<file path="src/hw/rtl/source_char_tokenizer_top_assert.svh">
// Assertion macros for the source character tokenizer.
`ifndef SOURCE_CHAR_TOKENIZER_TOP_ASSERT_SVH
`define SOURCE_CHAR_TOKENIZER_TOP_ASSERT_SVH

// Check that cond holds at every edge where trig is high.
`define STK_ASSERT_IMP(label, trig, cond, msg) \
    label: assert property (@(posedge clk) disable iff (!rst_n) (trig) |-> (cond)) \
        else $error(msg);

// Check that cond holds in the cycle after trig.
`define STK_ASSERT_NEXT(label, trig, cond, msg) \
    label: assert property (@(posedge clk) disable iff (!rst_n) (trig) |=> (cond)) \
        else $error(msg);

`endif

</file>
<file path="src/hw/rtl/stk_pkg.sv">
// Package: shared types, codes and character classes of the tokenizer.
package stk_pkg;

    localparam int QUEUE_DEPTH = 4;

    typedef enum logic [3:0] {
        M_IDLE, M_QUEST, M_BANG, M_LT, M_GT, M_HASH, M_LINE,
        M_BLOCK, M_INT, M_INTDOT, M_DEC, M_IDENT, M_STR
    } mode_t;

    localparam logic [4:0] K_SEMI   = 5'd0;
    localparam logic [4:0] K_COMMA  = 5'd1;
    localparam logic [4:0] K_COLON  = 5'd2;
    localparam logic [4:0] K_DOT    = 5'd3;
    localparam logic [4:0] K_LPAR   = 5'd4;
    localparam logic [4:0] K_RPAR   = 5'd5;
    localparam logic [4:0] K_LBRACE = 5'd6;
    localparam logic [4:0] K_RBRACE = 5'd7;
    localparam logic [4:0] K_PLUS   = 5'd8;
    localparam logic [4:0] K_MINUS  = 5'd9;
    localparam logic [4:0] K_STAR   = 5'd10;
    localparam logic [4:0] K_SLASH  = 5'd11;
    localparam logic [4:0] K_PCT    = 5'd12;
    localparam logic [4:0] K_ASSIGN = 5'd13;
    localparam logic [4:0] K_EQ     = 5'd14;
    localparam logic [4:0] K_NE     = 5'd15;
    localparam logic [4:0] K_LT     = 5'd16;
    localparam logic [4:0] K_LE     = 5'd17;
    localparam logic [4:0] K_GT     = 5'd18;
    localparam logic [4:0] K_GE     = 5'd19;
    localparam logic [4:0] K_INT    = 5'd20;
    localparam logic [4:0] K_DEC    = 5'd21;
    localparam logic [4:0] K_STR    = 5'd22;
    localparam logic [4:0] K_IDENT  = 5'd23;
    localparam logic [4:0] K_EOF    = 5'd24;
    localparam logic [4:0] K_ERR    = 5'd25;

    localparam logic [2:0] E_NONE   = 3'd0;
    localparam logic [2:0] E_QUEST  = 3'd1;
    localparam logic [2:0] E_BANG   = 3'd2;
    localparam logic [2:0] E_UNEXP  = 3'd3;
    localparam logic [2:0] E_STR    = 3'd4;
    localparam logic [2:0] E_ESC    = 3'd5;
    localparam logic [2:0] E_BLOCK  = 3'd6;

    localparam logic [7:0] CH_HASH  = 8'h23;
    localparam logic [7:0] CH_EQ    = 8'h3D;
    localparam logic [7:0] CH_DOT   = 8'h2E;
    localparam logic [7:0] CH_QUEST = 8'h3F;
    localparam logic [7:0] CH_BANG  = 8'h21;
    localparam logic [7:0] CH_UND   = 8'h5F;
    localparam logic [7:0] CH_0     = 8'h30;
    localparam logic [7:0] CH_9     = 8'h39;
    localparam logic [7:0] CH_NL    = 8'h0A;
    localparam logic [7:0] CH_QUOTE = 8'h22;
    localparam logic [7:0] CH_BSL   = 8'h5C;

    localparam logic [15:0] LEN_MAX = 16'hFFFF;

    typedef enum logic [2:0] {ACT_SKIP, ACT_NL, ACT_EMIT, ACT_BEGIN, ACT_ERR} act_t;

    typedef struct packed {
        act_t       act;
        logic [4:0] kind;
        mode_t      mode;
    } idle_t;

    typedef struct packed {
        logic [4:0]  kind;
        logic [2:0]  err;
        logic [31:0] pos;
        logic [15:0] len;
    } tok_t;

    typedef struct packed {
        logic [1:0]       cnt;
        logic [31:0]      line;
        tok_t [2:0]       toks;
    } bundle_t;

    typedef struct packed {
        logic full;
        logic empty;
    } q_stat_t;

    function automatic tok_t mk_tok(logic [4:0] kind, logic [2:0] err,
                                    logic [31:0] pos, logic [15:0] len);
        tok_t t;
        t.kind = kind;
        t.err  = err;
        t.pos  = pos;
        t.len  = len;
        return t;
    endfunction

    function automatic logic [15:0] sat_inc(logic [15:0] l);
        return (l == LEN_MAX) ? l : l + 16'd1;
    endfunction

    function automatic logic is_digit(logic [7:0] c);
        return (c >= CH_0) && (c <= CH_9);
    endfunction

    function automatic logic is_alpha(logic [7:0] c);
        return (c >= 8'h61 && c <= 8'h7A) || (c >= 8'h41 && c <= 8'h5A) || c == CH_UND;
    endfunction

    function automatic logic is_escape(logic [7:0] c);
        return c == 8'h61 || c == 8'h62 || c == 8'h66 || c == 8'h6E || c == 8'h72 ||
               c == 8'h74 || c == 8'h76 || c == CH_BSL || c == 8'h27 ||
               c == CH_QUOTE || c == CH_0;
    endfunction

    // Classify a character seen between tokens.
    function automatic idle_t idle_scan(logic [7:0] c);
        idle_t r;
        r.act  = ACT_EMIT;
        r.kind = K_SEMI;
        r.mode = M_IDLE;
        case (c)
            8'h3B: r.kind = K_SEMI;
            8'h2C: r.kind = K_COMMA;
            8'h3A: r.kind = K_COLON;
            CH_DOT: r.kind = K_DOT;
            8'h28: r.kind = K_LPAR;
            8'h29: r.kind = K_RPAR;
            8'h7B: r.kind = K_LBRACE;
            8'h7D: r.kind = K_RBRACE;
            8'h2B: r.kind = K_PLUS;
            8'h2D: r.kind = K_MINUS;
            8'h2A: r.kind = K_STAR;
            8'h2F: r.kind = K_SLASH;
            8'h25: r.kind = K_PCT;
            CH_EQ: r.kind = K_ASSIGN;
            CH_QUEST: begin r.act = ACT_BEGIN; r.mode = M_QUEST; end
            CH_BANG:  begin r.act = ACT_BEGIN; r.mode = M_BANG; end
            8'h3C:    begin r.act = ACT_BEGIN; r.mode = M_LT; end
            8'h3E:    begin r.act = ACT_BEGIN; r.mode = M_GT; end
            CH_HASH:  begin r.act = ACT_BEGIN; r.mode = M_HASH; end
            CH_QUOTE: begin r.act = ACT_BEGIN; r.mode = M_STR; end
            8'h20, 8'h0D, 8'h09: r.act = ACT_SKIP;
            CH_NL: r.act = ACT_NL;
            default:
            begin
                if (is_digit(c)) begin r.act = ACT_BEGIN; r.mode = M_INT; end
                else if (is_alpha(c)) begin r.act = ACT_BEGIN; r.mode = M_IDENT; end
                else r.act = ACT_ERR;
            end
        endcase
        return r;
    endfunction

endpackage

</file>
<file path="src/hw/rtl/stk_front.sv">
// Front end: scanner state machine, packs the tokens of one character into a bundle.
module stk_front (
    input  logic             clk,
    input  logic             rst_n,
    input  logic             take,
    input  logic [7:0]       ch,
    input  logic             end_of_source,
    input  logic             cfg_we,
    input  logic [31:0]      cfg_data,
    output logic             push,
    output stk_pkg::bundle_t bundle
);

    stk_pkg::mode_t mode_reg, mode_next;
    logic [31:0] ts_reg, ts_next;
    logic [31:0] off_reg, off_next;
    logic [31:0] line_reg, line_next;
    logic [31:0] sl_reg;
    logic        esc_reg, esc_next;
    logic        hash_reg, hash_next;
    logic [15:0] len_reg, len_next;

    logic [1:0]       e;
    logic             run_idle;
    stk_pkg::idle_t   ic;
    stk_pkg::bundle_t b;

    always_comb
    begin
        mode_next = mode_reg;
        ts_next   = ts_reg;
        off_next  = off_reg + 32'd1;
        line_next = line_reg;
        esc_next  = esc_reg;
        hash_next = hash_reg;
        len_next  = len_reg;
        run_idle  = 1'b0;
        e         = 2'd0;
        b         = '0;
        b.line    = line_reg;
        ic        = stk_pkg::idle_scan(ch);
        if (end_of_source)
        begin
            // flush the pending token, then EOF, then restart
            case (mode_reg)
                stk_pkg::M_QUEST:
                begin
                    b.toks[e] = stk_pkg::mk_tok(stk_pkg::K_ERR, stk_pkg::E_QUEST, ts_reg, 16'd1);
                    e = e + 2'd1;
                end
                stk_pkg::M_BANG:
                begin
                    b.toks[e] = stk_pkg::mk_tok(stk_pkg::K_ERR, stk_pkg::E_BANG, ts_reg, 16'd1);
                    e = e + 2'd1;
                end
                stk_pkg::M_LT:
                begin
                    b.toks[e] = stk_pkg::mk_tok(stk_pkg::K_LT, stk_pkg::E_NONE, ts_reg, 16'd1);
                    e = e + 2'd1;
                end
                stk_pkg::M_GT:
                begin
                    b.toks[e] = stk_pkg::mk_tok(stk_pkg::K_GT, stk_pkg::E_NONE, ts_reg, 16'd1);
                    e = e + 2'd1;
                end
                stk_pkg::M_BLOCK:
                begin
                    b.toks[e] = stk_pkg::mk_tok(stk_pkg::K_ERR, stk_pkg::E_BLOCK, ts_reg, len_reg);
                    e = e + 2'd1;
                end
                stk_pkg::M_INT:
                begin
                    b.toks[e] = stk_pkg::mk_tok(stk_pkg::K_INT, stk_pkg::E_NONE, ts_reg, len_reg);
                    e = e + 2'd1;
                end
                stk_pkg::M_INTDOT:
                begin
                    b.toks[e] = stk_pkg::mk_tok(stk_pkg::K_INT, stk_pkg::E_NONE, ts_reg, len_reg);
                    e = e + 2'd1;
                    b.toks[e] = stk_pkg::mk_tok(stk_pkg::K_DOT, stk_pkg::E_NONE,
                                                off_reg - 32'd1, 16'd1);
                    e = e + 2'd1;
                end
                stk_pkg::M_DEC:
                begin
                    b.toks[e] = stk_pkg::mk_tok(stk_pkg::K_DEC, stk_pkg::E_NONE, ts_reg, len_reg);
                    e = e + 2'd1;
                end
                stk_pkg::M_IDENT:
                begin
                    b.toks[e] = stk_pkg::mk_tok(stk_pkg::K_IDENT, stk_pkg::E_NONE, ts_reg, len_reg);
                    e = e + 2'd1;
                end
                stk_pkg::M_STR:
                begin
                    b.toks[e] = stk_pkg::mk_tok(stk_pkg::K_ERR, stk_pkg::E_STR, ts_reg, len_reg);
                    e = e + 2'd1;
                end
                default: ;
            endcase
            b.toks[e] = stk_pkg::mk_tok(stk_pkg::K_EOF, stk_pkg::E_NONE, off_reg, 16'd0);
            e = e + 2'd1;
            mode_next = stk_pkg::M_IDLE;
            ts_next   = '0;
            off_next  = '0;
            line_next = sl_reg;
            esc_next  = 1'b0;
            hash_next = 1'b0;
            len_next  = '0;
        end
        else
        begin
            case (mode_reg)
                stk_pkg::M_QUEST, stk_pkg::M_BANG:
                begin
                    if (ch == stk_pkg::CH_EQ)
                    begin
                        b.toks[e] = stk_pkg::mk_tok((mode_reg == stk_pkg::M_QUEST) ?
                            stk_pkg::K_EQ : stk_pkg::K_NE, stk_pkg::E_NONE, ts_reg, 16'd2);
                        e = e + 2'd1;
                        mode_next = stk_pkg::M_IDLE;
                    end
                    else
                    begin
                        b.toks[e] = stk_pkg::mk_tok(stk_pkg::K_ERR, (mode_reg == stk_pkg::M_QUEST) ?
                            stk_pkg::E_QUEST : stk_pkg::E_BANG, ts_reg, 16'd1);
                        e = e + 2'd1;
                        run_idle = 1'b1;
                    end
                end
                stk_pkg::M_LT, stk_pkg::M_GT:
                begin
                    if (ch == stk_pkg::CH_EQ)
                    begin
                        b.toks[e] = stk_pkg::mk_tok((mode_reg == stk_pkg::M_LT) ?
                            stk_pkg::K_LE : stk_pkg::K_GE, stk_pkg::E_NONE, ts_reg, 16'd2);
                        e = e + 2'd1;
                        mode_next = stk_pkg::M_IDLE;
                    end
                    else
                    begin
                        b.toks[e] = stk_pkg::mk_tok((mode_reg == stk_pkg::M_LT) ?
                            stk_pkg::K_LT : stk_pkg::K_GT, stk_pkg::E_NONE, ts_reg, 16'd1);
                        e = e + 2'd1;
                        run_idle = 1'b1;
                    end
                end
                stk_pkg::M_HASH:
                begin
                    if (ch == stk_pkg::CH_HASH)
                    begin
                        len_next  = stk_pkg::sat_inc(len_reg);
                        mode_next = stk_pkg::M_BLOCK;
                        hash_next = 1'b0;
                    end
                    else if (ch == stk_pkg::CH_NL) run_idle = 1'b1;
                    else mode_next = stk_pkg::M_LINE;
                end
                stk_pkg::M_LINE:
                begin
                    if (ch == stk_pkg::CH_NL) run_idle = 1'b1;
                end
                stk_pkg::M_BLOCK:
                begin
                    len_next = stk_pkg::sat_inc(len_reg);
                    if (ch == stk_pkg::CH_NL) line_next = line_reg + 32'd1;
                    if (ch == stk_pkg::CH_HASH && hash_reg)
                    begin
                        mode_next = stk_pkg::M_IDLE;
                        hash_next = 1'b0;
                    end
                    else hash_next = (ch == stk_pkg::CH_HASH);
                end
                stk_pkg::M_INT:
                begin
                    if (stk_pkg::is_digit(ch)) len_next = stk_pkg::sat_inc(len_reg);
                    else if (ch == stk_pkg::CH_DOT) mode_next = stk_pkg::M_INTDOT;
                    else
                    begin
                        b.toks[e] = stk_pkg::mk_tok(stk_pkg::K_INT, stk_pkg::E_NONE, ts_reg, len_reg);
                        e = e + 2'd1;
                        run_idle = 1'b1;
                    end
                end
                stk_pkg::M_INTDOT:
                begin
                    if (stk_pkg::is_digit(ch))
                    begin
                        len_next  = stk_pkg::sat_inc(stk_pkg::sat_inc(len_reg));
                        mode_next = stk_pkg::M_DEC;
                    end
                    else
                    begin
                        b.toks[e] = stk_pkg::mk_tok(stk_pkg::K_INT, stk_pkg::E_NONE, ts_reg, len_reg);
                        e = e + 2'd1;
                        b.toks[e] = stk_pkg::mk_tok(stk_pkg::K_DOT, stk_pkg::E_NONE,
                                                    off_reg - 32'd1, 16'd1);
                        e = e + 2'd1;
                        run_idle = 1'b1;
                    end
                end
                stk_pkg::M_DEC, stk_pkg::M_IDENT:
                begin
                    if (stk_pkg::is_digit(ch) ||
                        (mode_reg == stk_pkg::M_IDENT && stk_pkg::is_alpha(ch)))
                        len_next = stk_pkg::sat_inc(len_reg);
                    else
                    begin
                        b.toks[e] = stk_pkg::mk_tok((mode_reg == stk_pkg::M_DEC) ?
                            stk_pkg::K_DEC : stk_pkg::K_IDENT, stk_pkg::E_NONE, ts_reg, len_reg);
                        e = e + 2'd1;
                        run_idle = 1'b1;
                    end
                end
                stk_pkg::M_STR:
                begin
                    if (esc_reg)
                    begin
                        esc_next = 1'b0;
                        len_next = stk_pkg::sat_inc(len_reg);
                        if (!stk_pkg::is_escape(ch))
                        begin
                            b.toks[e] = stk_pkg::mk_tok(stk_pkg::K_ERR, stk_pkg::E_ESC,
                                                        off_reg - 32'd1, 16'd2);
                            e = e + 2'd1;
                            if (ch == stk_pkg::CH_NL) line_next = line_reg + 32'd1;
                        end
                    end
                    else if (ch == stk_pkg::CH_QUOTE)
                    begin
                        b.toks[e] = stk_pkg::mk_tok(stk_pkg::K_STR, stk_pkg::E_NONE, ts_reg,
                                                    stk_pkg::sat_inc(len_reg));
                        e = e + 2'd1;
                        len_next  = stk_pkg::sat_inc(len_reg);
                        mode_next = stk_pkg::M_IDLE;
                    end
                    else if (ch == stk_pkg::CH_NL)
                    begin
                        b.toks[e] = stk_pkg::mk_tok(stk_pkg::K_ERR, stk_pkg::E_STR, ts_reg, len_reg);
                        e = e + 2'd1;
                        run_idle = 1'b1;
                    end
                    else
                    begin
                        len_next = stk_pkg::sat_inc(len_reg);
                        if (ch == stk_pkg::CH_BSL) esc_next = 1'b1;
                    end
                end
                default: run_idle = 1'b1;
            endcase
            // rescan the character from between tokens
            if (run_idle)
            begin
                mode_next = stk_pkg::M_IDLE;
                case (ic.act)
                    stk_pkg::ACT_EMIT:
                    begin
                        b.toks[e] = stk_pkg::mk_tok(ic.kind, stk_pkg::E_NONE, off_reg, 16'd1);
                        e = e + 2'd1;
                    end
                    stk_pkg::ACT_ERR:
                    begin
                        b.toks[e] = stk_pkg::mk_tok(stk_pkg::K_ERR, stk_pkg::E_UNEXP,
                                                    off_reg, 16'd1);
                        e = e + 2'd1;
                    end
                    stk_pkg::ACT_BEGIN:
                    begin
                        ts_next   = off_reg;
                        len_next  = 16'd1;
                        mode_next = ic.mode;
                        if (ic.mode == stk_pkg::M_STR) esc_next = 1'b0;
                    end
                    stk_pkg::ACT_NL: line_next = line_reg + 32'd1;
                    default: ;
                endcase
            end
        end
        b.cnt = e;
    end

    assign push   = take && (e != 2'd0);
    assign bundle = b;

    always_ff @(posedge clk or negedge rst_n)
    begin
        if (!rst_n)
        begin
            mode_reg <= stk_pkg::M_IDLE;
            ts_reg   <= '0;
            off_reg  <= '0;
            line_reg <= 32'd1;
            sl_reg   <= 32'd1;
            esc_reg  <= 1'b0;
            hash_reg <= 1'b0;
            len_reg  <= '0;
        end
        else if (cfg_we)
        begin
            sl_reg   <= cfg_data;
            line_reg <= cfg_data;
        end
        else if (take)
        begin
            mode_reg <= mode_next;
            ts_reg   <= ts_next;
            off_reg  <= off_next;
            line_reg <= line_next;
            esc_reg  <= esc_next;
            hash_reg <= hash_next;
            len_reg  <= len_next;
        end
    end

endmodule

</file>
<file path="src/hw/rtl/stk_queue.sv">
// Queue of token bundles between the scanner and the output stage.
module stk_queue #(
    parameter int DEPTH = stk_pkg::QUEUE_DEPTH
) (
    input  logic             clk,
    input  logic             rst_n,
    input  logic             push,
    input  stk_pkg::bundle_t wr_data,
    input  logic             pop,
    output stk_pkg::bundle_t rd_data,
    output stk_pkg::q_stat_t stat
);

    localparam int AW = (DEPTH > 1) ? $clog2(DEPTH) : 1;
    localparam int CW = $clog2(DEPTH + 1);

    stk_pkg::bundle_t mem [DEPTH];
    logic [AW-1:0] wp_reg, rp_reg;
    logic [CW-1:0] cnt_reg;

    function automatic logic [AW-1:0] adv(logic [AW-1:0] p);
        return (p == AW'(DEPTH - 1)) ? '0 : p + AW'(1);
    endfunction

    always_ff @(posedge clk)
    begin
        if (push) mem[wp_reg] <= wr_data;
    end

    assign rd_data    = mem[rp_reg];
    assign stat.full  = (cnt_reg == CW'(DEPTH));
    assign stat.empty = (cnt_reg == '0);

    always_ff @(posedge clk or negedge rst_n)
    begin
        if (!rst_n)
        begin
            wp_reg  <= '0;
            rp_reg  <= '0;
            cnt_reg <= '0;
        end
        else
        begin
            if (push) wp_reg <= adv(wp_reg);
            if (pop) rp_reg <= adv(rp_reg);
            if (push && !pop) cnt_reg <= cnt_reg + CW'(1);
            else if (pop && !push) cnt_reg <= cnt_reg - CW'(1);
        end
    end

endmodule

</file>
<file path="src/hw/rtl/stk_back.sv">
// Back end: walks the tokens of the head bundle into the output register.
module stk_back (
    input  logic             clk,
    input  logic             rst_n,
    input  stk_pkg::bundle_t head,
    input  logic             head_valid,
    output logic             pop,
    input  logic             out_stall,
    output logic             out_valid,
    output stk_pkg::tok_t    out_tok,
    output logic [31:0]      out_line,
    output logic             out_last
);

    logic [1:0] sub_reg;
    logic       ov_reg;
    logic       load, at_end;

    assign load   = head_valid && (!ov_reg || !out_stall);
    assign at_end = (sub_reg == head.cnt - 2'd1);
    assign pop    = load && at_end;
    assign out_valid = ov_reg;

    always_ff @(posedge clk or negedge rst_n)
    begin
        if (!rst_n)
        begin
            sub_reg <= '0;
            ov_reg  <= 1'b0;
        end
        else
        begin
            if (load) sub_reg <= at_end ? 2'd0 : sub_reg + 2'd1;
            if (load) ov_reg <= 1'b1;
            else if (!out_stall) ov_reg <= 1'b0;
        end
    end

    always_ff @(posedge clk)
    begin
        if (load)
        begin
            out_tok  <= head.toks[sub_reg];
            out_line <= head.line;
            out_last <= at_end;
        end
    end

endmodule

</file>
<file path="src/hw/rtl/source_char_tokenizer_top.sv">
// Top level of the source character tokenizer: scanner, bundle queue, output stage.
// Takes one character per cycle while in_stall is low; the tokens of a character pass
// through the bundle queue into the output register, and each token leaves the output
// register in a cycle of its own. Characters that end up to three tokens fill the queue
// and stall input when those bursts come faster than the output stage drains them at one
// token per cycle while out_stall is low; a start_line write also holds input for its cycle.
// Reset (rst_n low, asynchronous) empties the queue and the output register and
// sets start_line and the line count to 1.
`include "source_char_tokenizer_top_assert.svh"

module source_char_tokenizer_top #(
    parameter int QDEPTH = stk_pkg::QUEUE_DEPTH
) (
    input  logic        clk,
    input  logic        rst_n,
    // character channel
    input  logic        in_valid,
    output logic        in_stall,
    input  logic [7:0]  ch,
    input  logic        end_of_source,
    // start_line write channel
    input  logic        cfg_valid,
    output logic        cfg_ready,
    input  logic [31:0] cfg_data,
    // token channel
    output logic        out_valid,
    input  logic        out_stall,
    output logic [4:0]  kind,
    output logic [2:0]  error_code,
    output logic [31:0] start_pos,
    output logic [15:0] lexeme_length,
    output logic [31:0] line_number,
    output logic        last
);

    stk_pkg::bundle_t wr_bundle, head;
    stk_pkg::q_stat_t q_stat;
    stk_pkg::tok_t    tok;
    logic             take, q_push, q_pop;

    // The scanner advances only while the queue has room for its bundle; hold
    // the character while a start_line write owns the scanner state.
    assign in_stall  = q_stat.full || cfg_valid;
    assign take      = in_valid && !in_stall;
    assign cfg_ready = 1'b1;

    stk_front u_front (
        .clk           (clk),
        .rst_n         (rst_n),
        .take          (take),
        .ch            (ch),
        .end_of_source (end_of_source),
        .cfg_we        (cfg_valid),
        .cfg_data      (cfg_data),
        .push          (q_push),
        .bundle        (wr_bundle)
    );

    stk_queue #(.DEPTH(QDEPTH)) u_queue (
        .clk     (clk),
        .rst_n   (rst_n),
        .push    (q_push),
        .wr_data (wr_bundle),
        .pop     (q_pop),
        .rd_data (head),
        .stat    (q_stat)
    );

    // Drain each bundle one token per transaction; last marks its final token.
    stk_back u_back (
        .clk        (clk),
        .rst_n      (rst_n),
        .head       (head),
        .head_valid (!q_stat.empty),
        .pop        (q_pop),
        .out_stall  (out_stall),
        .out_valid  (out_valid),
        .out_tok    (tok),
        .out_line   (line_number),
        .out_last   (last)
    );

    assign kind          = tok.kind;
    assign error_code    = tok.err;
    assign start_pos     = tok.pos;
    assign lexeme_length = tok.len;

    `STK_ASSERT_IMP(a_no_overflow, q_push, !q_stat.full, "bundle pushed into a full queue")
    `STK_ASSERT_IMP(a_err_code, out_valid,
        (kind == stk_pkg::K_ERR) == (error_code != stk_pkg::E_NONE), "bad error code")
    `STK_ASSERT_IMP(a_eof_len, out_valid && kind == stk_pkg::K_EOF,
        lexeme_length == 16'd0 && last, "EOF token malformed")
    `STK_ASSERT_NEXT(a_pop_valid, q_pop, out_valid, "bundle popped without output")

endmodule
</file>
<file path="config.mk">
export PLATFORM = sky130hd
export DESIGN_NAME = source_char_tokenizer_top
export DESIGN_NICKNAME = d
export VERILOG_FILES = /design/src/hw/rtl/stk_pkg.sv /design/src/hw/rtl/stk_front.sv /design/src/hw/rtl/stk_queue.sv /design/src/hw/rtl/stk_back.sv /design/src/hw/rtl/source_char_tokenizer_top.sv
export VERILOG_INCLUDE_DIRS = /design/src /design/src/hw/rtl
export SDC_FILE = /design/constraint.sdc
export NUM_CORES = 1
export LEC_CHECK = 0
export ABC_AREA = 1
export BUFFER_PORTS_ARGS = -buffer_cell sky130_fd_sc_hd__buf_2
export CAP_MARGIN = 20
export CORE_ASPECT_RATIO = 1.2
export CORE_UTILIZATION = 25
export CTS_CLUSTER_DIAMETER = 40
export DETAILED_ROUTE_END_ITERATION = 6
export GPL_TIMING_DRIVEN = 0
export SYNTH_ARGS = -nofsm -noshare
export SYNTH_HDL_FRONTEND = slang
export SYNTH_SLANG_ARGS = --single-unit
</file>
<file path="constraint.sdc">
create_clock -name clk -period 23.9 [get_ports clk]
set_clock_uncertainty 0.05 [all_clocks]
set_input_delay 1.195 -clock clk [delete_from_list [all_inputs] [get_ports clk]]
set_output_delay 1.195 -clock clk [all_outputs]
set_load 0.03 [all_outputs]
</file>
==> reports/metrics.cfg <==
[run_status]
status = complete, but fails checks
violations = design-rule violations

[routing]
viasPerCell = 4.98
drt_iter0_drc = 3958
route.detailed.drc = 2
wirelength_um = 154000
num_vias = 34690
drtPass1Iterations = 7
final_antenna_net_count = 0
wire_per_inst_um = 22.1

[sta]
relSlewSlack = 0.202
rsz0062_at_grt = false
tightestPinTransition_ps = 1200
slew_violations = 0
finalCritPeriodShare = 0.233
period_minus_slack_ps = 5570
fmax_ghz = 0.180
setup_tns_ps = 0
finalHoldViolCount = 0
finalSetupViolations = 0

[global_routing]
antenna_found_initial = 15
grt_pass1_vias = 33665
grt_overflow_total = 0
grt_pass1_wl_um = 223000
grt_usage = 0.172
grt_start_max_net_pins = 89

[synthesis]
yosysSeqAreaShare = 0.624
synthArstFlopShare = 0.174
yosysWarnings = 0
synthDistinctLibCells = 66
synth-main-ff-cell = edfxtp_1
synth_fp_nets = 4372
synth_cells = 4308
ys_ff_latch = 921
synth-edff-count = 761
netlist_area_um2 = 43100
syn_avg_cell_area_um2 = 9.99

[layout]
fillers = 17672
drive_gt1_frac = 0.111
largest_registers = u_queue.mem (672), u_back.out_tok (56)
postLayoutCellArea_um2 = 51400
largest_reg_flops = 672
regMostFlops = u_queue.mem
syn_to_final_growth_pct = 19.4
multi_input_area_um2 = 14200
post-route-util = 0.301
nNetsFinal = 4657
regArea_um2 = 26900

[placement]
hpwl_um = 111000
gp_congestion = 0.971
placed_area_um2 = 47400
io_buffers = 135

[critical_path]
crit_end = u_queue.mem[1][85]$_DFFE_PP_
cp-start-kind = flop
r2r_slack_ps = 18330
startpoint = u_front.mode_reg[2]$_DFFE_PN0P_
r2r_end = u_queue.mem[1][85]$_DFFE_PP_
cp_data_arrival_time_ps = 5930
path_max_fanout = 11
r2r_cells = 13
end_kind = flop
crit_required_ps = 24260
r2r-start = u_front.mode_reg[2]$_DFFE_PN0P_
path_class = flop to flop

[clocking]
cts_root_buf = clkbuf_16
postCtsHoldBufs = 0
cts_resized = 0
cts_setup_buffers = 0
cts_tree = built
cts_max_path_buffers = 3
numCtsBuffers = 111
clk_pin_slew_worst_paths_ps = 60
clock_latency_ps = 730
htreeDepth = 3
cts_sinks = 921

[power]
p_leak_nw = 18.6
pwr_density_cell_nw_per_um2 = 127
max-vdd-ir-drop_v = 0.0000742

[die]
die_h_um = 457
rows = 166
dieArea_um2 = 174000
die_w_um = 381
pin_count = 138
coreArea_um2 = 171000
initial_core_util = 0.252

[run]
maxCapViolCount = 0

[worst_hold_path]
min_path_type = primary input to asynchronous set/reset pin

==> cell families (layout without fill, tap and decap cells) <==
logic type / count (synthesis) / in the layout / synth area share
AOI/OAI and AO/OA: 1061 / 1061 / 0.144
other: 1 / 7 / 0.0000871
buffers and inverters: 501 / 883 / 0.0471
muxes: 1 / 1 / 0.000262
adders and majority gates: 18 / 18 / 0.00541
and+or+nand+nor: 1753 / 1753 / 0.168
xor gates and xnor gates: 52 / 52 / 0.0108
DFF: 921 / 921 / 0.624
==> where the power goes <==
group / internal (W) / switching, W
registers: 0.00212 / 0.000136
logic: 0.000610 / 0.00185
clock network: 0.00108 / 0.000731
total: 0.00381 / 0.00272
==> cells in the final DEF (no fill, tap or decap), drive strengths merged, types with 13 or more instances in the layout <==
cell,synthesis,final
a211oi,13,13
a21oi,134,134
a22oi,16,16
a31oi,15,15
buf,60,232
bufinv,0,16
clkbuf,185,315
clkinv,10,43
dfrtp,158,158
edfxtp,761,761
ha,17,17
inv,246,267
nand2,773,773
nand3,183,183
nand4,38,38
nor2,689,689
nor3,52,52
o2111ai,14,14
o211ai,61,61
o21ai,557,557
o221ai,25,25
o22ai,179,179
xor2,48,48
==> metal layers <==
layer  track usage  share of wire  vias to the layer above
met5             0        0.00043                        -
met4        0.0932          0.055                       12
met3        0.0312          0.071                      341
met2         0.288           0.48                     1429
met1         0.208           0.39                    17076
li1              -              -                    15832
==> cells in the mapped netlist (7+ instances only) <==
master	instances	area, um2
a211oi_1	13	97.6
a21oi_1	134	671
a22oi_1	16	120
a31o_2	8	70.1
a31oi_1	15	93.8
buf_1	16	60.1
buf_2	24	120
buf_4	9	67.6
buf_6	11	124
clkbuf_1	185	694
clkinv_1	10	37.5
dfrtp_1	158	3950
edfxtp_1	761	22900
ha_1	17	213
inv_1	218	818
inv_2	27	101
nand2_1	755	2830
nand2_2	16	100
nand3_1	180	901
nand4_1	37	231
nor2_1	673	2530
nor2_2	7	43.8
nor2_4	8	90.1
nor3_1	46	230
nor4_1	11	68.8
o2111ai_1	14	123
o211ai_1	57	428
o21ai_0	505	2530
o21ai_1	49	245
o221ai_1	10	87.6
o221ai_2	15	225
o22ai_1	179	1120
o31ai_1	9	67.6
xor2_1	47	412
==> through the flow <==
step / hold WS [ps] / power (W) / setup slack, ps / std cells
after detailed placement: 404 / 0.00472 / 17880 / 6748
after floorplan: 387 / 0.00370 / 13230 / 4308
after CTS: 395 / 0.00653 / 18520 / 6958
final: 418 / 0.00653 / 18330 / 6964
after global routing: 431 / 0.00680 / 18210 / 6963
after global placement: 401 / 0.00473 / 5770 / 6711
==> final cells by class <==
type / instances / area share
Antenna cell: 6 / 0.000292
Buffer: 245 / 0.0208
Clock buffer: 130 / 0.0576
Clock inverter: 80 / 0.0203
Inverter: 256 / 0.0188
Multi-Input combinational cell: 2886 / 0.276
Sequential cell: 921 / 0.522
Tap cell: 2268 / 0.0552
Timing Repair Buffer: 172 / 0.0286
==> worst min path at each step <==
| stage | from | to | slack, ps | cells after the start |
|---|---|---|---|---|
| 4_1_cts | rst_n | u_front.sl_reg[1]$_DFFE_PN0P_ | 400 | 1 |
| 5_1_grt | u_front.sl_reg[17]$_DFFE_PN0P_ | u_front.sl_reg[17]$_DFFE_PN0P_ | 430 | 2 |
| 2_1_floorplan | u_front.sl_reg[17]$_DFFE_PN0P_ | u_front.sl_reg[17]$_DFFE_PN0P_ | 390 | 2 |
| 3_5_place_dp | u_front.sl_reg[17]$_DFFE_PN0P_ | u_front.sl_reg[17]$_DFFE_PN0P_ | 400 | 2 |
| 6_report | rst_n | u_front.line_reg[9]$_DFFE_PN0P_ | 420 | 1 |
| 3_3_place_gp | u_front.sl_reg[17]$_DFFE_PN0P_ | u_front.sl_reg[17]$_DFFE_PN0P_ | 400 | 2 |
==> worst max-delay path: stages (launching register included) <==
cell,delay (ps)
dfrtp_1,410
nor2_2,160
inv_2,90
nor2_4,380
inv_1,340
clkbuf_1,550
ha_1,390
clkbuf_1,320
nor2_1,310
inv_1,70
nor2_1,810
inv_1,150
clkbuf_1,460
o221ai_1,760
No activity file was read; power rests on OpenSTA's default activity.
